==> src/rtl/bpcc_pkg.sv <==
// shared constants, codes and controller/datapath signal groups of the pair checker
package bpcc_pkg;

	localparam int MAX_PAIRS         = 256;
	localparam int POSITION_BITS     = 12;
	localparam int KIND_BITS         = 2;
	localparam int STORED_COUNT_BITS = 9;
	localparam int ADDR_BITS         = (MAX_PAIRS > 1) ? $clog2(MAX_PAIRS) : 1;
	localparam int COUNT_BITS        = $clog2(MAX_PAIRS + 1);

	localparam logic [KIND_BITS-1:0] KIND_CLEAR  = 2'd0;
	localparam logic [KIND_BITS-1:0] KIND_INSERT = 2'd1;
	localparam logic [KIND_BITS-1:0] KIND_QUERY  = 2'd2;

	typedef logic [POSITION_BITS-1:0] pos_t;

	// controller to datapath
	typedef struct packed {
		logic load;
		logic rd_en;
		logic emit;
	} bpcc_cmd_t;

	// datapath to controller
	typedef struct packed {
		logic scan_needed;
		logic idx_last;
	} bpcc_sts_t;

endpackage

==> src/rtl/bpcc_ctrl.sv <==
// controller state machine: accept, table scan, result hand-off
module bpcc_ctrl import bpcc_pkg::*; (
	input  logic      clk,
	input  logic      arst_n,
	input  logic      in_valid,
	output logic      in_ready,
	output logic      out_valid,
	input  logic      out_ready,
	input  bpcc_sts_t sts,
	output bpcc_cmd_t cmd
);

	typedef enum logic [3:0] {
		S_IDLE  = 4'b0001,
		S_SCAN  = 4'b0010,
		S_FLUSH = 4'b0100,
		S_DONE  = 4'b1000
	} state_t;

	state_t state_q, state_d;
	logic   out_valid_q;
	logic   accept;

	assign in_ready  = (state_q == S_IDLE);
	assign accept    = in_valid && in_ready;
	assign out_valid = out_valid_q;

	always_comb begin
		state_d   = state_q;
		cmd.load  = 1'b0;
		cmd.rd_en = 1'b0;
		cmd.emit  = 1'b0;
		case (state_q)
			S_IDLE: begin
				if (accept) begin
					cmd.load = 1'b1;
					state_d  = sts.scan_needed ? S_SCAN : S_DONE;
				end
			end
			S_SCAN: begin
				cmd.rd_en = 1'b1;
				if (sts.idx_last) begin
					state_d = S_FLUSH;
				end
			end
			// last read word is compared here
			S_FLUSH: begin
				state_d = S_DONE;
			end
			S_DONE: begin
				if (!out_valid_q || out_ready) begin
					cmd.emit = 1'b1;
					state_d  = S_IDLE;
				end
			end
			default: begin
				state_d = S_IDLE;
			end
		endcase
	end

	always_ff @(posedge clk or negedge arst_n) begin
		if (!arst_n) begin
			state_q     <= S_IDLE;
			out_valid_q <= 1'b0;
		end else begin
			state_q <= state_d;
			if (cmd.emit) begin
				out_valid_q <= 1'b1;
			end else if (out_ready) begin
				out_valid_q <= 1'b0;
			end
		end
	end

	a_no_scan_direct_done: assert property (@(posedge clk) disable iff (!arst_n)
		(accept && !sts.scan_needed) |=> (state_q == S_DONE))
		else $error("item without scan did not go straight to result");

	a_scan_ends_in_flush: assert property (@(posedge clk) disable iff (!arst_n)
		(state_q == S_SCAN && sts.idx_last) |=> (state_q == S_FLUSH))
		else $error("scan end not followed by flush");

	a_emit_shows_word: assert property (@(posedge clk) disable iff (!arst_n)
		cmd.emit |=> (out_valid_q && state_q == S_IDLE))
		else $error("emitted word not presented");

endmodule

==> config.mk <==
export PLATFORM = sky130hd
export DESIGN_NAME = bpcc_ctrl
export DESIGN_NICKNAME = d
export VERILOG_FILES = /design/src/rtl/bpcc_pkg.sv /design/src/rtl/bpcc_ctrl.sv
export SDC_FILE = /design/constraint.sdc
export NUM_CORES = 1
export LEC_CHECK = 0
export BUFFER_PORTS_ARGS = -buffer_cell sky130_fd_sc_hd__buf_2
export CAP_MARGIN = 40
export CORE_AREA = 4 4 41 43
export DETAILED_ROUTE_END_ITERATION = 10
export DIE_AREA = 0 0 45 47
export HOLD_SLACK_MARGIN = 0.1
export PLACE_DENSITY = 0.47
export REMOVE_ABC_BUFFERS = 1
export SETUP_SLACK_MARGIN = 0.4
export SLEW_MARGIN = 10
export SYNTH_ARGS = -nofsm -noshare
export SYNTH_HDL_FRONTEND = slang
export SYNTH_SLANG_ARGS = --single-unit
==> constraint.sdc <==
create_clock -name clk -period 1.45 [get_ports clk]
set_input_delay 0 -clock clk [delete_from_list [all_inputs] [get_ports clk]]
set_output_delay 0 -clock clk [all_outputs]
set_load 0.05 [all_outputs]
Yosys cells after proc, flatten, opt, wreduce, memory -nomap -nowiden:

Cells that the tools add are included.
Widths: inputs -> output; s select.

* register bits: 5
* input port bits: 6
* output and inout port bits: 5
* logic and storage cells: 26

* equal/unequal tests: 7
* mux-type cells: 12
* reductions and logical operators: 5

Operator list (count)
* $mux 4: 4
* $pmux 4 s4: 1
* $mux 1: 7
* $eq 4x1->1 const B: 1
* $eq 4x2->1 const B: 1
* $eq 4x3->1 const B: 1
* $eq 4x4->1 const B: 1
* $ne 2x2->1 const B: 2
* $reduce_and 3->1: 1
* $ne 2x1->1 const B: 1
* $reduce_bool 2->1: 1
* $logic_and 1x1->1: 1
* $logic_not 1->1: 1
* $logic_or 1x1->1: 1

Logic depth before layout (Yosys ltp):

Gate-level depths: netlist of run 1.

* depth after elaboration: 5
* depth in mapped cells: 3
* gate-level depth less buffers: 3

Worst setup path after synthesis of run 1:

No wires, ideal clock.

* path type: reg-to-reg
* start point: reg state_q[3]
* end point: reg state_q[2]
* library setup time: 0.071 ns
* arrival time: 1.714 ns
* data required time: 1.379 ns
* setup slack: -0.335 ns
* stages on the path, launching flop included: 3
* buffers on the path: 0
* clock period less this slack: 1.785 ns
* cell sequence: dfrtp_1 -> nor4b_2 -> and2_1

* word-level cells in the longest chain between the ends: 4
* elaborated cells between the ends (all ways): 10
* those cells by class: 7 x eq/ne; 1 x mux; 2 x reduce/logical

Ends and longest elaborated chain
* from (decl): line bpcc_ctrl.sv:20 `state_t state_q, state_d;`
* from (signal assigned): line bpcc_ctrl.sv:67 `state_q <= state_d;`
* $eq 4x1->1: line bpcc_ctrl.sv:24, bpcc_ctrl.sv:33
* $logic_and 1x1->1: line bpcc_ctrl.sv:25 `assign accept = in_valid && in_ready;`
* $ne 2x1->1 (no line)
* $reduce_and 3->1 (no line)

Parallel ways exist; a longest one is shown, timed or not.
A chain may end at the register's enable or synchronous reset.

==> reports/metrics.cfg, run 1 <==
[timing]
worst_slack_ns=0.184
slew_viol_final=0
slew_headroom=0.838
min_period_ns=1.27
setup_viol_count_final=0
fin_worst_skew_ns=0.00223
period_share=0.873
rsz0062_at_grt=yes
tightest_slew_ns=0.241
finalHoldViolCount=0
max_freq_mhz=790
tns_ns=0

[critical_path]
crit_fanout=5
cp.arrival_ns=1.27
required_ns=1.45
end_kind=output port
start_kind=flop
path_class=flop to output port

[clock_network]
numCtsBuffers=3
cts.sink_count=5
cts_buffer_depth=2
cts_root_buf=clkbuf_4
cts_tree=built
clock_latency_ns=0.24
h-tree-depth=1
clkTransAtPathRegs_ns=0.05

[synth]
ys_ff_latch=5
netlist_instances=25
seq_area_frac_synth=0.468
synth_area_um2=270
synth_xor_area_frac=0
synth_top_family_by_area=simple AND/OR/NAND/NOR gates
syn_avg_cell_area_um2=10.8
synth_compound_area_frac=0.144
yosys.area_share.simple=0.292
synthDistinctLibCells=18
synthMuxAreaShare=0.0556
synthAdderAreaFrac=0
ys_warn_count=0

[place]
routabilityCongestion=0.720
hpwl_um=478
io_buffers=10
dp.cells=50
place_ws_ns=0.282

[route]
vias=277
avgViaCountPerCell=4.33
detail-route-antenna-nets=0
drt_iter0_drc=1
routed_wl_um=738
dr.pass1.iters=3
wl_per_cell_um=11.5
drcViolationCount=0

[pwr]
clock_power_share=0.215
vdd_drop_max_mv=0.592
switchingPower_uw=303
p_int_uw=458
power_density_mw_per_mm2=1480
total_power_uw=762
leakagePower_uw=0.000229
comb_power_share=0.485
p_seq_frac=0.299
p_sw_frac=0.398

[status]
status=complete, no violations

[cells_and_area]
fill_cells=138
layout_commonest_cell=buf_2
diodes=0
drive_gt1_frac=0.592
nets=56
syn_to_final_growth_pct=90.7
final_cells=64
final_cell_mix=buf_2 (6), dlygate4sd3_1 (5), buf_6 (4), buf_4 (4)
fin_util=0.396

[global_route]
grt_pass1_wl_mm=1.17
grtUsageTotal=0.0810
grt-ovfl-total=0
grt_max_degree=7
grt_pass1_vias=284
grt_antenna_before_repair=0

[floorplanning]
num_rows=13
dieArea_mm2=0.00212
die_width_um=45
ioPinCount=11
start_util=0.208
fp.coreArea_mm2=0.00130
die_y_um=47

[worst_hold_path]
holdCritPathClass=input port to asynchronous set/reset pin

[flow_run]
drv_cap=0

[critical path, cell delays in order, from the launching register on]
cell	delay [ns]
dfrtp_2	0.46
nor3_4	0.21
and3_4	0.21
buf_8	0.14
[routing by layer]
metal	vias up	wire (µm)	GRT usage
met2	11	330	0.113
met4	0	17	0.0702
met1	125	335	0.0993
met5	-	0	0
li1	139	-	-
met3	2	55	0.0268
[state kept, by name, summed over array words and instances, names as in the netlist]
register,flops
out_valid,1
state_q,4
[final timing paths]
kind,start,endpoint,slack [ns],cells past startpoint
min in group clk,in_valid,state_q[0],0.18,4
hold reg to reg,state_q[2],state_q[1],0.56,1
setup reg to reg,state_q[3],state_q[3],0.27,4
hold / removal,arst_n,state_q[3],0.11,2
setup / recovery,state_q[3],cmd[2],0.18,3
max in group asynchronous,arst_n,state_q[0],1.12,2
[timing repair]
item | CTS | global route
hold endpoints to repair | 9 | 0
pin swaps | 6 | 2
setup endpoints to repair | 7 | 9
buffers inserted | 4 | 1
gates resized for setup | 15 | 4
hold buffers | 5 | 0
[logic make-up after synthesis]
logic type | count (synthesis)
buf+inv | 3
simple gates | 11
flops | 5
compound gates | 5
mux | 1
[synthesized netlist by cell type]
master | number | area (µm²)
dfrtp_1 | 4 | 100
inv_1 | 3 | 11.3
and2_1 | 2 | 12.5
nor2_1 | 2 | 7.51
a211oi_1 | 1 | 7.51
a211oi_2 | 1 | 12.5
a21oi_1 | 1 | 5.00
a22o_1 | 1 | 8.76
and3_4 | 1 | 11.3
dfstp_2 | 1 | 26.3
mux2_4 | 1 | 15.0
nand2_1 | 1 | 3.75
nand3b_1 | 1 | 7.51
nand4b_1 | 1 | 8.76
nor3_1 | 1 | 5.00
nor3b_1 | 1 | 7.51
nor4b_2 | 1 | 15.0
o21ai_0 | 1 | 5.00
[per-stage QoR]
step	hold WS, ns	cell area (µm²)
after CTS	0.118	497
after global placement	-0.177	339
after global routing	0.121	515
final	0.110	515
after floorplan	-0.296	270
after detailed placement	-0.175	339
[area by class of cell]
class / instances / area, µm² / area share
clock buffer: 4 / 26.3 / 0.0510
inverter: 3 / 11.3 / 0.0218
timing repair buffer: 20 / 170 / 0.330
multi-input combinational: 17 / 159 / 0.308
tap: 15 / 18.8 / 0.0364
sequential: 5 / 130 / 0.252
[power groups by stage]
stage	Combinational, µW	Sequential [µW]	Clock (µW)
finish	370	228	164
floorplan	184	220	0
global placement	249	209	0
global route	392	235	177
detailed placement	252	211	0
CTS	353	221	170
No activity file was read; power rests on OpenSTA's default activity.
==> inputs of run 2 (changes only) <==
Clock period 1.45 ns to 1.39 ns, I/O delays scaled along.
==> run 2 against run 1 <==
Against the previous run:
- clock-buffer cell count did not move
- cell area is 3.9% lower
- sequential cell count is the same
- non-clock buffer count decreased by 1
- cell count fell by 1.6%
- total power rose by 4.3%
- worst hold slack got worse by 0.015 ns
- critical endpoint unchanged
- largest cell class unchanged
- highest routed layer unchanged
==> reports/metrics.cfg, run 2 (synthesis results as in run 1) <==
[floorplanning]
die_y_um=47  ; unchanged
start_util=0.208  ; unchanged
fp.coreArea_mm2=0.00130  ; unchanged
ioPinCount=11  ; unchanged
dieArea_mm2=0.00212  ; unchanged
num_rows=13  ; unchanged
die_width_um=45  ; unchanged

[pwr]
total_power_uw=794  ; +4.3%
leakagePower_uw=0.000220  ; -3.6%
power_density_mw_per_mm2=1600  ; +8.5%
vdd_drop_max_mv=0.527  ; -11%

[cells_and_area]
drive_gt1_frac=0.563  ; -0.0293
regArea_um2=130  ; unchanged
final_cell_mix=buf_2 (6), dlygate4sd3_1 (5), buf_4 (5)
nets=55  ; -1.8%
max_flop_register=state_q
layout_commonest_cell=buf_2
fill_cells=134  ; -2.9%
multi_input_area_um2=154  ; -3.1%
largest_reg_flops=4  ; unchanged
diodes=0  ; unchanged
fin_util=0.381  ; -0.0154
syn_to_final_growth_pct=83.3

[critical_path]
slowest_delay_ns=0.43  ; -0.03 ns
cp.arrival_ns=1.28  ; about the same
required_ns=1.39  ; -0.06 ns
timing.reg2reg.worst_path_depth=4  ; unchanged
crit_chain=nor3_2, and3_4, buf_8
cpMaxStageDelayCell=dfrtp_2
path_class=flop to output port
end_kind=output port
crit_fanout=3  ; -2
start_kind=flop

[global_route]
grt_antenna_before_repair=0  ; unchanged
grt_pass1_wl_mm=1.22  ; +4.7%
top_usage_layer=met2
grt-ovfl-total=0  ; unchanged
grt_use_met2=0.138  ; +0.0254
grt_pass1_vias=279  ; -1.8%
use_met1=0.0874  ; -0.0120
use_met3=0.0498  ; +0.0230
grt_max_degree=7  ; unchanged
grtUsageTotal=0.0912  ; +0.0102

[timing]
max_freq_mhz=782
period_share=0.920
finalHoldViolCount=0  ; unchanged
fin_worst_skew_ns=0.00864  ; +0.00640 ns
hold_ws_ns=0.0944  ; -0.0152 ns
tightest_slew_ns=0.313  ; +0.0716 ns
min_period_ns=1.28
setup_viol_count_final=0  ; unchanged
slew_headroom=0.791  ; -0.0479
tns_ns=0  ; unchanged
slew_viol_final=0  ; unchanged
rsz0062_at_grt=yes

[route]
dr.pass1.iters=2  ; -1
avgViaCountPerCell=4.37  ; +0.85%
wl_per_cell_um=11.8  ; +2.3%
vias=275  ; -0.72%
drt_iter0_drc=3  ; +2
detail-route-antenna-nets=0  ; unchanged
drcViolationCount=0  ; unchanged
routed_wl_um=743  ; +0.68%

[clock_network]
numCtsBuffers=3  ; unchanged
cts.sink_count=5  ; unchanged
cts_buffer_depth=2  ; unchanged
clkTransAtPathRegs_ns=0.05  ; about the same
cts_tree=built
clock_latency_ns=0.25  ; about the same
h-tree-depth=1  ; unchanged
cts_root_buf=clkbuf_4

[place]
routabilityCongestion=0.776  ; +7.8%
hpwl_um=483  ; +1.1%
io_buffers=10  ; unchanged

[flow_run]
drv_cap=0  ; unchanged

[status]
status=complete, no violations

[worst_hold_path]
holdCritPathClass=input port to asynchronous set/reset pin

[run 2: path summary, 6_finish.rpt]
kind	startpoint	to	slack [ns]
worst max-delay path	state_q[3]	cmd[2]	0.11
worst min-delay path	arst_n	out_valid	0.09
worst max register to register	state_q[0]	state_q[3]	0.16
worst min register to register	state_q[2]	state_q[1]	0.51
max in group asynchronous	arst_n	state_q[0]	1.07
min in group clk	in_valid	state_q[0]	0.19
[run 2: final cells by class]
cell class              count  area share
repair buffers             19       0.313
multi-input cells          17       0.311
flip-flops and latches      5       0.263
well taps                  15      0.0379
inverters                   3      0.0227
clock buffers               4      0.0530
[run 2: routing by layer]
| metal | vias up | wire length, µm |
|---|---|---|
| met4 | 0 | 29 |
| met2 | 11 | 346 |
| li1 | 135 | - |
| met1 | 125 | 290 |
| met3 | 4 | 76 |
| met5 | - | 0 |
[run 2: worst max-delay path: cells and delay by family (launching register included)]
kind,cells,cell delay (ns)
buffers and inverters,1,0.14
AND/OR/NAND/NOR,2,0.45
flip-flops,1,0.43
[run 2: stage by stage]
step | instances | instance area, µm² | setup slack [ns]
6_report | 63 | 495 | 0.111
5_1_grt | 63 | 495 | 0.0704
4_1_cts | 62 | 483 | 0.119
3_5_place_dp | 50 | 339 | 0.215
3_3_place_gp | 50 | 339 | 0.237
2_1_floorplan | 25 | 270 | -0.395
[run 2: where the power goes]
| part | internal, µW | switching [µW] |
|---|---|---|
| combinational | 182 | 203 |
| clock | 109 | 64.4 |
| sequential | 184 | 52.0 |
| total | 475 | 320 |
[run 2: timing repair]
item                       in CTS  in global routing
gates cloned                    0                  0
hold buffers                    5                  0
setup buffers                   3                  1
setup endpoints to repair       8                  9
hold endpoints to repair        9                  0
pin swaps                       6                  2
resized for setup              14                  2
==> inputs of run 3 (changes only) <==
Settings changed: GPL_TIMING_DRIVEN from default to 0.
==> run 3 against run 2 <==
Against the previous run:
- worst hold slack gained 0.016 ns
- fmax grew 0.37%
- global-route usage rose by 0.72 points
- critical path type unchanged
==> reports/metrics.cfg, run 3 (synthesis results as in run 1) <==
[cells_and_area]
syn_to_final_growth_pct=104
layout_commonest_cell=buf_4
largest_reg_flops=4  ; unchanged
diodes=0  ; unchanged
fill_cells=139  ; +3.7%
nets=59  ; +7.3%
final_cell_mix=buf_4 (7), buf_2 (6), dlygate4sd3_1 (5)
drive_gt1_frac=0.654  ; +0.0913
max_flop_register=state_q

[flow_run]
drv_cap=0  ; unchanged

[route]
drt_iter0_drc=5  ; +2
routed_wl_um=920  ; +24%
avgViaCountPerCell=4.52  ; +3.6%
dr.pass1.iters=4  ; +2
drcViolationCount=0  ; unchanged
detail-route-antenna-nets=0  ; unchanged
vias=303  ; +10%
wl_per_cell_um=13.7  ; +16%

[timing]
period_share=0.917  ; -0.00339
slew_headroom=0.824  ; +0.0331
max_freq_mhz=785  ; +0.37%
setup_viol_count_final=0  ; unchanged
rsz0062_at_grt=yes
tightest_slew_ns=0.263  ; -0.0495 ns
slew_viol_final=0  ; unchanged
worst_slack_ns=0.116  ; +0.00472 ns
min_period_ns=1.27  ; -0.00472 ns
fin_worst_skew_ns=0.00204  ; -0.00660 ns
finalHoldViolCount=0  ; unchanged

[clock_network]
clock_latency_ns=0.25  ; about the same
cts_buffer_depth=2  ; unchanged
cts_tree=built
clkTransAtPathRegs_ns=0.05  ; about the same
cts.sink_count=5  ; unchanged
cts_root_buf=clkbuf_4
numCtsBuffers=3  ; unchanged
h-tree-depth=1  ; unchanged

[critical_path]
end_kind=output port
start_kind=flop
cp.arrival_ns=1.27  ; about the same
crit_fanout=4  ; +1
required_ns=1.39  ; about the same
path_class=flop to output port

[pwr]
power_density_mw_per_mm2=1540  ; -4.1%
vdd_drop_max_mv=0.628  ; +19%
total_power_uw=847  ; +6.6%
leakagePower_uw=0.000249  ; +13%

[place]
io_buffers=10  ; unchanged
routabilityCongestion=0.716  ; -7.7%
place_ws_ns=0.178  ; -0.0371 ns

[global_route]
grt_antenna_before_repair=0  ; unchanged
grt_pass1_wl_mm=1.39  ; +14%
grt_pass1_vias=323  ; +16%
grtUsageTotal=0.0984  ; +0.00722
grt-ovfl-total=0  ; unchanged
grt_max_degree=7  ; unchanged

[floorplanning]
dieArea_mm2=0.00212  ; unchanged
die_y_um=47  ; unchanged
die_width_um=45  ; unchanged
fp.coreArea_mm2=0.00130  ; unchanged
ioPinCount=11  ; unchanged
start_util=0.208  ; unchanged
num_rows=13  ; unchanged

[status]
status=complete, no violations

[worst_hold_path]
holdCritPathClass=input port to asynchronous set/reset pin

run 3: where the power goes:
part	internal (µW)	switching, µW
combinational	205	217
clock	109	70.8
sequential	184	60.9
run 3: critical path, cell delays in order (launching register included):
cell and delay (ns):
dfrtp_2 0.45, nor3_4 0.21, and3_4 0.22, buf_8 0.14
run 3: layout make-up:
type / instances / area (µm²) / share of cell area
multi-input cells: 17 / 171 / 0.311
inverters: 3 / 11.3 / 0.0205
well taps: 15 / 18.8 / 0.0341
repair buffers: 23 / 193 / 0.350
flip-flops and latches: 5 / 130 / 0.236
clock buffers: 4 / 26.3 / 0.0477
run 3: worst paths after layout:
check / from / to / slack, ns / cells after the start
max in group asynchronous: arst_n / state_q[0] / 1.06 / 2
setup / recovery: state_q[3] / cmd[2] / 0.12 / 3
setup reg to reg: state_q[3] / state_q[3] / 0.15 / 3
hold / removal: arst_n / state_q[3] / 0.11 / 2
min in group clk: in_valid / state_q[0] / 0.19 / 4
hold reg to reg: out_valid / out_valid / 0.57 / 2
run 3: metrics by stage:
stage,util,hold WS [ns],setup TNS (ns),cell area (µm²),instances
after floorplan,-,-0.296,-0.794,270,25
after global placement,0.261,-0.180,0,339,50
after detailed placement,0.261,-0.177,0,339,50
after CTS,0.402,0.106,0,523,65
after global routing,0.423,0.113,0,551,67
final,0.423,0.110,0,551,67
run 3: timing repair:
item                                    4_1_cts  5_1_grt
endpoints found under the setup margin        9        9
pin swaps                                     6        4
gates resized for setup                      18        4
buffers inserted                              6        2
hold buffers                                  5        0
endpoints found under the hold margin         9        0
run 3: per-layer routing:
layer | vias up | GRT usage | wire (µm)
li1 | 144 | - | -
met1 | 142 | 0.0991 | 390
met2 | 12 | 0.167 | 447
met3 | 5 | 0.0268 | 63
met4 | 0 | 0.0877 | 19
met5 | - | 0 | 0
